$ cat config.mk
export PLATFORM = sky130hd
export DESIGN_NAME = autotile_run_length_encoder
export DESIGN_NICKNAME = d
export VERILOG_FILES = /design/src/rtl/atrle_pkg.sv /design/src/rtl/atrle_front.sv /design/src/rtl/atrle_fifo.sv /design/src/rtl/atrle_back.sv /design/src/rtl/autotile_run_length_encoder.sv
export VERILOG_INCLUDE_DIRS = /design/src /design/src/rtl
export SDC_FILE = /design/constraint.sdc
export NUM_CORES = 2
export LEC_CHECK = 0
export ABC_AREA = 1
export CAP_MARGIN = 15
export CORE_UTILIZATION = 60
export CTS_CLUSTER_SIZE = 30
export DETAILED_ROUTE_END_ITERATION = 8
export DONT_BUFFER_PORTS = 1
export GPL_ROUTABILITY_DRIVEN = 0
export PLACE_DENSITY = 0.76
export SYNTH_ARGS = -nofsm -noshare
export SYNTH_HDL_FRONTEND = slang
export SYNTH_SLANG_ARGS = --single-unit
$ cat constraint.sdc
create_clock -name clk_i -period 12.45 [get_ports clk_i]
set_clock_uncertainty 0.05 [all_clocks]
set_input_delay 0.6225 -clock clk_i [delete_from_list [all_inputs] [get_ports clk_i]]
set_output_delay 0.6225 -clock clk_i [all_outputs]
set_load 0.01 [all_outputs]
$ cat src/rtl/autotile_run_length_encoder_defines.svh
// Assertion helpers used by atrle_back.
`ifndef AUTOTILE_RUN_LENGTH_ENCODER_DEFINES_SVH
`define AUTOTILE_RUN_LENGTH_ENCODER_DEFINES_SVH

// Property checked on every clock edge outside reset.
`define ATRLE_ASSERT(lbl, prop, msg) \
  lbl: assert property (@(posedge clk_i) disable iff (!rst_ni) (prop)) else $error(msg);

// Condition that must never be seen outside reset.
`define ATRLE_NEVER(lbl, cond, msg) \
  lbl: assert property (@(posedge clk_i) disable iff (!rst_ni) !(cond)) else $error(msg);

`endif

$ cat src/rtl/atrle_pkg.sv
package atrle_pkg;

  localparam int unsigned MaxWidth  = 256;
  localparam int unsigned MaxHeight = 256;
  localparam int unsigned ColW      = $clog2(MaxWidth);
  localparam int unsigned DimW      = 9;
  localparam int unsigned OffW      = 17;
  localparam int unsigned QDepth    = 2;
  localparam int unsigned QPtrW     = $clog2(QDepth);

  localparam logic [DimW-1:0] DimMaxW = DimW'(MaxWidth);
  localparam logic [DimW-1:0] DimMaxH = DimW'(MaxHeight);
  localparam logic [7:0]      RunMax  = 8'd255;

  localparam logic OpTile  = 1'b0;
  localparam logic OpDrain = 1'b1;

  localparam logic CfgMapWidth  = 1'b0;
  localparam logic CfgMapHeight = 1'b1;

  typedef struct packed {
    logic       op;
    logic [7:0] tile;
  } in_item_t;

  typedef struct packed {
    logic [7:0]      run_length;
    logic [4:0]      tile_code;
    logic [OffW-1:0] byte_offset;
    logic            row_first;
    logic            pair_last;
    logic            frame_last;
  } out_item_t;

  // classified tile, front to back
  typedef struct packed {
    logic            restart;
    logic            have_code;
    logic            row_end;
    logic            drain;
    logic [ColW-1:0] col;
    logic [4:0]      code;
  } cls_t;

  function automatic logic [DimW-1:0] clamp_dim(logic [DimW-1:0] v, logic [DimW-1:0] hi);
    logic [DimW-1:0] r;
    r = v;
    if (v == '0) r = DimW'(1);
    else if (v > hi) r = hi;
    return r;
  endfunction

endpackage

$ cat src/rtl/atrle_front.sv
module atrle_front (
  input  logic                           clk_i,
  input  logic                           rst_ni,
  input  logic [atrle_pkg::DimW-1:0]     map_width_i,
  input  logic [atrle_pkg::DimW-1:0]     map_height_i,
  input  logic                           in_valid_i,
  output logic                           in_stall_o,
  input  atrle_pkg::in_item_t            in_data_i,
  output logic                           push_o,
  output atrle_pkg::cls_t                push_data_o,
  input  logic                           q_full_i
);

  localparam int unsigned ColW = atrle_pkg::ColW;
  localparam int unsigned DimW = atrle_pkg::DimW;

  typedef struct packed {
    logic            restart;
    logic            have_code;
    logic            up_force;
    logic            row_end;
    logic            drain;
    logic            wall;
    logic            bank;
    logic [ColW-1:0] col;
  } stage_t;

  logic [ColW-1:0] col_q, col_d;
  logic [DimW-1:0] row_q, row_d;
  logic            done_q, done_d;
  logic            bank_q, bank_d;
  logic            fr_v_q, fr_v_d;
  stage_t          fr_q, fr_d;
  logic            win_center_q;

  logic mem0_q [atrle_pkg::MaxWidth];
  logic mem1_q [atrle_pkg::MaxWidth];
  logic rd0a_q, rd0b_q, rd1a_q, rd1b_q;

  logic [DimW-1:0] w, h, row_eff;
  logic [ColW-1:0] x, x_p1;
  logic            accept, adv, drain_ph, proc, row_end, restart, wall;
  logic            we0, we1;

  assign w        = atrle_pkg::clamp_dim(map_width_i, atrle_pkg::DimMaxW);
  assign h        = atrle_pkg::clamp_dim(map_height_i, atrle_pkg::DimMaxH);
  assign adv      = fr_v_q && !q_full_i;
  assign in_stall_o = fr_v_q && !adv;
  assign accept   = in_valid_i && !in_stall_o;

  assign restart  = done_q && (in_data_i.op == atrle_pkg::OpTile);
  assign row_eff  = done_q ? '0 : row_q;
  assign x        = done_q ? '0 : col_q;
  assign x_p1     = x + ColW'(1);
  assign drain_ph = row_eff >= h;
  assign proc     = !(done_q && (in_data_i.op == atrle_pkg::OpDrain)) &&
                    ((in_data_i.op == atrle_pkg::OpDrain) == drain_ph);
  assign row_end  = ({1'b0, x} + DimW'(1)) >= w;
  assign wall     = in_data_i.tile != '0;

  // bank_q low: mem0 holds the output row, mem1 the row above it
  assign we0 = accept && proc && !drain_ph && bank_q;
  assign we1 = accept && proc && !drain_ph && !bank_q;

  always_comb begin
    col_d  = col_q;
    row_d  = row_q;
    done_d = done_q;
    bank_d = bank_q;
    fr_v_d = adv ? 1'b0 : fr_v_q;
    fr_d   = fr_q;
    if (accept) begin
      fr_v_d       = proc;
      fr_d.restart   = restart;
      fr_d.have_code = row_eff >= DimW'(1);
      fr_d.up_force  = row_eff == DimW'(1);
      fr_d.row_end   = row_end;
      fr_d.drain     = drain_ph;
      fr_d.wall      = wall;
      fr_d.bank      = bank_q;
      fr_d.col       = x;
      if (proc) begin
        done_d = 1'b0;
        row_d  = row_eff;
        if (row_end) begin
          col_d = '0;
          if (drain_ph) begin
            done_d = 1'b1;
          end else begin
            bank_d = !bank_q;
            row_d  = row_eff + DimW'(1);
          end
        end else begin
          col_d = x_p1;
        end
      end
    end
  end

  always_ff @(posedge clk_i or negedge rst_ni) begin
    if (!rst_ni) begin
      col_q  <= '0;
      row_q  <= '0;
      done_q <= 1'b0;
      bank_q <= 1'b0;
      fr_v_q <= 1'b0;
    end else begin
      col_q  <= col_d;
      row_q  <= row_d;
      done_q <= done_d;
      bank_q <= bank_d;
      fr_v_q <= fr_v_d;
    end
  end

  always_ff @(posedge clk_i) begin
    fr_q <= fr_d;
  end

  // port a: x+1 while holding the output row, else x; port b: x
  always_ff @(posedge clk_i) begin
    if (accept) begin
      rd0a_q <= mem0_q[bank_q ? x : x_p1];
      rd0b_q <= mem0_q[x];
      rd1a_q <= mem1_q[bank_q ? x_p1 : x];
      rd1b_q <= mem1_q[x];
    end
    if (we0) mem0_q[x] <= wall;
    if (we1) mem1_q[x] <= wall;
  end

  logic mid_right, mid_center, upper, left_b, up_b, right_b, down_b;
  logic [4:0] code;

  always_comb begin
    mid_right  = fr_q.bank ? rd1a_q : rd0a_q;
    mid_center = fr_q.bank ? rd1b_q : rd0b_q;
    upper      = fr_q.bank ? rd0b_q : rd1b_q;
    up_b       = fr_q.up_force || upper;
    right_b    = fr_q.row_end || mid_right;
    down_b     = fr_q.drain || fr_q.wall;
    left_b     = (fr_q.col == '0) || win_center_q;
    // mask bits: left=8, down=4, right=2, up=1
    code       = mid_center ? 5'd1 + {1'b0, left_b, down_b, right_b, up_b} : 5'd0;
  end

  always_ff @(posedge clk_i) begin
    if (adv) win_center_q <= mid_center;
  end

  assign push_o                = adv;
  assign push_data_o.restart   = fr_q.restart;
  assign push_data_o.have_code = fr_q.have_code;
  assign push_data_o.row_end   = fr_q.row_end;
  assign push_data_o.drain     = fr_q.drain;
  assign push_data_o.col       = fr_q.col;
  assign push_data_o.code      = code;

endmodule

$ cat src/rtl/atrle_fifo.sv
module atrle_fifo (
  input  logic            clk_i,
  input  logic            rst_ni,
  input  logic            push_i,
  input  atrle_pkg::cls_t push_data_i,
  output logic            full_o,
  output logic            valid_o,
  output atrle_pkg::cls_t data_o,
  input  logic            pop_i
);

  localparam int unsigned PtrW = atrle_pkg::QPtrW;
  localparam int unsigned CntW = PtrW + 1;

  atrle_pkg::cls_t  mem_q [atrle_pkg::QDepth];
  logic [PtrW-1:0]  wr_q, rd_q;
  logic [CntW-1:0]  cnt_q;
  logic             do_push, do_pop;

  assign full_o  = cnt_q == CntW'(atrle_pkg::QDepth);
  assign valid_o = cnt_q != '0;
  assign data_o  = mem_q[rd_q];
  assign do_push = push_i && !full_o;
  assign do_pop  = pop_i && valid_o;

  always_ff @(posedge clk_i or negedge rst_ni) begin
    if (!rst_ni) begin
      wr_q  <= '0;
      rd_q  <= '0;
      cnt_q <= '0;
    end else begin
      if (do_push) wr_q <= wr_q + PtrW'(1);
      if (do_pop)  rd_q <= rd_q + PtrW'(1);
      cnt_q <= cnt_q + CntW'(do_push) - CntW'(do_pop);
    end
  end

  always_ff @(posedge clk_i) begin
    if (do_push) mem_q[wr_q] <= push_data_i;
  end

endmodule

$ cat src/rtl/atrle_back.sv
`include "autotile_run_length_encoder_defines.svh"

module atrle_back (
  input  logic                 clk_i,
  input  logic                 rst_ni,
  input  logic                 q_valid_i,
  input  atrle_pkg::cls_t      q_data_i,
  output logic                 q_pop_o,
  output logic                 out_valid_o,
  input  logic                 out_stall_i,
  output atrle_pkg::out_item_t out_data_o
);

  localparam int unsigned OffW = atrle_pkg::OffW;
  localparam int unsigned DimW = atrle_pkg::DimW;

  logic [OffW-1:0] off_q, off_d, off0, off_b;
  logic            open_q, open_d, open0;
  logic [7:0]      cnt_q, cnt_d, cnt0, ncnt;
  logic [4:0]      code_q, code_d, code0, ncode;
  logic            out_v_q, out_v_d, pend_v_q, pend_v_d;
  atrle_pkg::out_item_t out_q, out_d, pend_q, pend_d, pa, pb;
  logic            out_free, cont, pa_v, pb_v;
  atrle_pkg::cls_t r;

  assign r        = q_data_i;
  assign out_free = !out_v_q || !out_stall_i;
  assign q_pop_o  = q_valid_i && out_free && !pend_v_q;

  always_comb begin
    off0  = r.restart ? '0 : off_q;
    open0 = r.restart ? 1'b0 : open_q;
    cnt0  = r.restart ? '0 : cnt_q;
    code0 = r.restart ? '0 : code_q;
    cont  = open0 && (r.code == code0) && (cnt0 != atrle_pkg::RunMax);
    pa_v  = r.have_code && !cont && open0;
    pb_v  = r.have_code && r.row_end;
    ncnt  = cont ? cnt0 + 8'd1 : 8'd1;
    ncode = cont ? code0 : r.code;
    off_b = pa_v ? off0 + OffW'(2) : off0;

    pa.run_length  = cnt0;
    pa.tile_code   = code0;
    pa.byte_offset = off0;
    pa.row_first   = cnt0 == r.col;
    pa.pair_last   = !pb_v;
    pa.frame_last  = 1'b0;

    pb.run_length  = ncnt;
    pb.tile_code   = ncode;
    pb.byte_offset = off_b;
    pb.row_first   = {1'b0, ncnt} == ({1'b0, r.col} + DimW'(1));
    pb.pair_last   = 1'b1;
    pb.frame_last  = r.drain;

    off_d  = off_q;
    open_d = open_q;
    cnt_d  = cnt_q;
    code_d = code_q;
    if (q_pop_o) begin
      off_d  = pb_v ? off_b + OffW'(2) : off_b;
      open_d = open0;
      cnt_d  = cnt0;
      code_d = code0;
      if (r.have_code) begin
        open_d = !r.row_end;
        cnt_d  = r.row_end ? 8'd0 : ncnt;
        code_d = ncode;
      end
    end

    out_v_d  = out_v_q;
    out_d    = out_q;
    pend_v_d = pend_v_q;
    pend_d   = pend_q;
    if (out_free) begin
      if (pend_v_q) begin
        out_v_d  = 1'b1;
        out_d    = pend_q;
        pend_v_d = 1'b0;
      end else if (q_pop_o && (pa_v || pb_v)) begin
        out_v_d  = 1'b1;
        out_d    = pa_v ? pa : pb;
        pend_v_d = pa_v && pb_v;
        pend_d   = pb;
      end else begin
        out_v_d = 1'b0;
      end
    end
  end

  always_ff @(posedge clk_i or negedge rst_ni) begin
    if (!rst_ni) begin
      off_q    <= '0;
      open_q   <= 1'b0;
      cnt_q    <= '0;
      code_q   <= '0;
      out_v_q  <= 1'b0;
      pend_v_q <= 1'b0;
    end else begin
      off_q    <= off_d;
      open_q   <= open_d;
      cnt_q    <= cnt_d;
      code_q   <= code_d;
      out_v_q  <= out_v_d;
      pend_v_q <= pend_v_d;
    end
  end

  always_ff @(posedge clk_i) begin
    out_q  <= out_d;
    pend_q <= pend_d;
  end

  assign out_valid_o = out_v_q;
  assign out_data_o  = out_q;

  `ATRLE_ASSERT(a_pend_behind_out, pend_v_q |-> out_v_q, "second pair without a first")
  `ATRLE_ASSERT(a_run_nonempty, open_q |-> (cnt_q != '0), "open run with zero length")
  `ATRLE_ASSERT(a_len_nonzero, out_v_q |-> (out_q.run_length != '0), "empty pair")
  `ATRLE_ASSERT(a_code_range, out_v_q |-> (out_q.tile_code <= 5'd16), "tile code out of range")

endmodule

$ cat src/rtl/autotile_run_length_encoder.sv
// Channel | valid      | stall       | payload
// in      | in_valid_i | in_stall_o  | in_data_i  (op, tile)
// out     | out_valid_o| out_stall_i | out_data_o (run pair)
// cfg     | cfg_we_i   | -           | cfg_index_i, cfg_data_i
//
// One request per cycle while in_stall_o is low; the front reads both row
// memories on accept. A request closing a run at row end gives two pairs,
// the second held in a pending register that blocks further queue pops.
// Reset clears counters and run state; the row memories hold no reset.
// Either side may stall; a two-entry queue separates front and back.
module autotile_run_length_encoder (
  input  logic                           clk_i,
  input  logic                           rst_ni,
  input  logic                           in_valid_i,
  output logic                           in_stall_o,
  input  atrle_pkg::in_item_t            in_data_i,
  output logic                           out_valid_o,
  input  logic                           out_stall_i,
  output atrle_pkg::out_item_t           out_data_o,
  input  logic                           cfg_we_i,
  input  logic                           cfg_index_i,
  input  logic [atrle_pkg::DimW-1:0]     cfg_data_i
);

  logic [atrle_pkg::DimW-1:0] map_width_q, map_height_q;
  logic                       push, q_full, q_valid, q_pop;
  atrle_pkg::cls_t            push_data, q_data;

  always_ff @(posedge clk_i or negedge rst_ni) begin
    if (!rst_ni) begin
      map_width_q  <= atrle_pkg::DimMaxW;
      map_height_q <= atrle_pkg::DimMaxH;
    end else if (cfg_we_i) begin
      case (cfg_index_i)
        atrle_pkg::CfgMapWidth:  map_width_q  <= cfg_data_i;
        atrle_pkg::CfgMapHeight: map_height_q <= cfg_data_i;
        default: ;
      endcase
    end
  end

  atrle_front u_front (
    .clk_i        (clk_i),
    .rst_ni       (rst_ni),
    .map_width_i  (map_width_q),
    .map_height_i (map_height_q),
    .in_valid_i   (in_valid_i),
    .in_stall_o   (in_stall_o),
    .in_data_i    (in_data_i),
    .push_o       (push),
    .push_data_o  (push_data),
    .q_full_i     (q_full)
  );

  atrle_fifo u_fifo (
    .clk_i       (clk_i),
    .rst_ni      (rst_ni),
    .push_i      (push),
    .push_data_i (push_data),
    .full_o      (q_full),
    .valid_o     (q_valid),
    .data_o      (q_data),
    .pop_i       (q_pop)
  );

  atrle_back u_back (
    .clk_i       (clk_i),
    .rst_ni      (rst_ni),
    .q_valid_i   (q_valid),
    .q_data_i    (q_data),
    .q_pop_o     (q_pop),
    .out_valid_o (out_valid_o),
    .out_stall_i (out_stall_i),
    .out_data_o  (out_data_o)
  );

endmodule
==> results.sh <==
export IMPL_status="finished clean"
export IMPL_fp_dieW_um=255
export IMPL_grt_pass1_wl_um=185000
export IMPL_slowest_stage="inv_2"
export IMPL_rrSetupSlack_ns=6.66
export IMPL_firstDrtPassIters=7
export IMPL_use_met3_pct=8.71
export IMPL_yosysSeqAreaShare_pct=54.4
export IMPL_powerDensity_nw_per_um2=272
export IMPL_wl_per_cell_um=23.9
export IMPL_fp_dieH_um=255
export IMPL_avgSynthCellArea_um2=8.67
export IMPL_rsz0062_at_grt="false"
export IMPL_h_tree_depth=3
export IMPL_clock_latency_ns=0.63
export IMPL_holdPathStages=2
export IMPL_cp_max_fo=66
export IMPL_setup_tns_final_ns=0
export IMPL_irDropWorstVdd_v=0.000299
export IMPL_grt_busiest_layer="met2"
export IMPL_relSlewSlack_pct=14.9
export IMPL_leakagePower_nw=14.9
export IMPL_wl_um=122000
export IMPL_port_buffers=0
export IMPL_critPathBufInv=3
export IMPL_hpwlAfterDp_um=65900
export IMPL_grt_overflow_total=0
export IMPL_drtIter0Drc=5824
export IMPL_critPathCaptureType="flop"
export IMPL_fillerInstances=5078
export IMPL_syn_inst=4417
export IMPL_slew_viol_final=0
export IMPL_initial_core_util_pct=60.7
export IMPL_synth_nets=4472
export IMPL_clkTransAtPathRegs_ns=0.06
export IMPL_final_antenna_net_count=0
export IMPL_hold_path_class="in2reg"
export IMPL_fin_util_pct=65.6
export IMPL_drive_gt1_share_pct=6.60
export IMPL_io_pins=59
export IMPL_synth_async_sr_flop_share_pct=10.6
export IMPL_worst_ep_required_time_ns=12.95
export IMPL_clockRootBuffer="clkbuf_16"
export IMPL_cpPeakStageDelay_ns=0.74
export IMPL_final_common_cell="nor2_1"
export IMPL_cts_setup_buffers=0
export IMPL_r2r_cells=18
export IMPL_grt_max_degree=276
export IMPL_nNetsFinal=4252
export IMPL_crit_chain="inv_2 -> nand2_4 -> inv_4 -> ha_1 -> nand2_1 -> nor2_1 -> inv_2 -> nor2_1 -> ha_1 -> nand2_1 -> nor2_1 -> nand2_1 -> o211ai_1 -> nand2_1 -> nor4_1 -> nand4_1 -> nor2_1 -> xnor2_1"
export IMPL_final_min_clock_period_ns=5.79
export IMPL_max_freq_mhz=173
export IMPL_cp_num_cells=18
export IMPL_std_cell_rows=92
export IMPL_synthDistinctLibCells=58
export IMPL_grt_antenna_before_repair=2
export IMPL_track_usage_pct=37.3
export IMPL_numCtsBuffers=76
export IMPL_ys_ff_latch=706
export IMPL_ys_flop_type="edfxtp_1"
export IMPL_drv_cap=0
export IMPL_finalSetupViolCount=0
export IMPL_die_area_um2=64900
export IMPL_cts_tree="done"
export IMPL_cp_top_family="simple AND/OR/NAND/NOR gates"
export IMPL_tightest_slew_ns=1.26
export IMPL_num_antenna_cells=0
export IMPL_grt_pass1_vias=32200
export IMPL_cp_arrival_ns=6.29
export IMPL_vias=34600
export IMPL_drc=0
export IMPL_syn_to_final_growth_pct=8.01
export IMPL_drt_vias_per_instance=6.78
export IMPL_period_share_pct=46.5
export IMPL_cts_resized=0
export IMPL_yosys_warnings=0
export IMPL_start_kind="flop"
export IMPL_synth_edf_count=631
export IMPL_final_cell_mix="635 x nor2_1, 631 x edfxtp_1, 630 x nand2_1"
export IMPL_cts_sinks=706
export IMPL_cts_buffer_depth=3
export IMPL_met2_usage_pct=57.7
export IMPL_worstSetupPathType="reg2reg"
export IMPL_hold_viol=0
export IMPL_grt_met1_usage_pct=48.6
export IMPL_syn_area_um2=38300
export IMPL_core_um2=63100
[worst reg2reg max path: cells and delay by family, from the launching register on]
family	cells	cell delay, ns
AO/OA/AOI/OAI	1	0.42
XOR/XNOR	1	0.13
adder cells (fa/ha/maj)	2	0.82
buffers and inverters	3	1.48
flip-flops	1	0.68
AND/OR/NAND/NOR	11	2.14
[power breakdown]
part           switching [mW]  internal, mW  total, mW
clock                   0.946          1.31       2.26
combinational            4.41          1.53       5.94
sequential              0.164          2.90       3.07
[path summary, 6_finish.rpt]
path                                                    from                            end
min in group asynchronous                             rst_ni   u_front.col_q[3]$_DFFE_PN0P_
hold / removal                                 cfg_data_i[8]     map_width_q[8]$_DFFE_PN1P_
setup / recovery                  u_front.done_q$_DFFE_PN0P_   u_front.row_q[7]$_DFFE_PN0P_
hold reg to reg            u_front.push_data_o[15]$_DFFE_PP_  u_fifo.mem_q[1][15]$_DFFE_PP_
max in group asynchronous                             rst_ni   u_back.off_q[16]$_DFFE_PN0P_
setup reg to reg                  u_front.done_q$_DFFE_PN0P_   u_front.row_q[7]$_DFFE_PN0P_
[final cells by class]
cell class	count	area (µm²)	share of cell area (%)
Inverter	181	686	1.66
Multi-Input combinational cell	3150	15500	37.5
Sequential cell	706	20800	50.3
Timing Repair Buffer	82	851	2.06
Clock buffer	104	2110	5.11
Clock inverter	33	328	0.792
Tap cell	846	1060	2.56
[flip-flops by register name (all words and copies together) (netlist names), 9 cells and up]
register,flops
map_height_q,9
map_width_q,9
u_back.off_q,17
u_back.out_data_o,33
u_back.pend_q,32
u_fifo.mem_q,34
u_front.mem0_q,256
u_front.mem1_q,256
u_front.push_data_o,12
u_front.row_q,9
[synthesized netlist by cell type, types with 12 or more instances]
cell type | number | share of area [%]
edfxtp_1 | 631 | 49
o22ai_1 | 226 | 3.7
ha_1 | 31 | 1.0
inv_1 | 167 | 1.6
xor2_1 | 38 | 0.87
buf_2 | 19 | 0.25
nand2_1 | 652 | 6.4
nand4_1 | 35 | 0.57
dfrtp_1 | 73 | 4.8
o211ai_1 | 33 | 0.65
nor4_1 | 12 | 0.20
buf_1 | 14 | 0.14
clkbuf_1 | 340 | 3.3
nor3_1 | 528 | 6.9
nand3_1 | 149 | 1.9
nor2_1 | 640 | 6.3
o21ai_1 | 16 | 0.21
a21oi_1 | 56 | 0.73
o21ai_0 | 630 | 8.2
[routing by layer]
| metal | share of wire, % | vias to the layer above |
|---|---|---|
| li1 | - | 15200 |
| met1 | 35 | 16100 |
| met2 | 45 | 2757 |
| met3 | 15 | 533 |
| met4 | 5.6 | 4 |
| met5 | 0.027 | - |
[per-stage QoR]
| stage | setup WS [ns] | power, mW | hold WS, ns | cells | area, µm² |
|---|---|---|---|---|---|
| 2_1_floorplan | 4.26 | 6.89 | 0.277 | 4417 | 38300 |
| 3_3_place_gp | 7.02 | 8.59 | 0.279 | 4952 | 38600 |
| 3_5_place_dp | 6.87 | 8.68 | 0.280 | 4953 | 38600 |
| 4_1_cts | 6.82 | 10.9 | 0.112 | 5092 | 41100 |
| 5_1_grt | 6.29 | 11.8 | 0.140 | 5102 | 41400 |
| 6_report | 6.66 | 11.3 | 0.122 | 5102 | 41400 |
[cells by family after synthesis]
family	share of synthesized area [%]
AOI/OAI and AO/OA	14.6
xor gates and xnor gates	1.10
adders and majority gates	1.01
buffers and inverters	5.65
DFF	54.4
muxes	0.0555
and+or+nand+nor	23.2
[repair_timing]
action                                  4_1_cts  5_1_grt
endpoints found under the setup margin        0        0
hold buffers                                  2        0
endpoints found under the hold margin        75        0
Note: power is estimated with default switching activity, not from simulation.
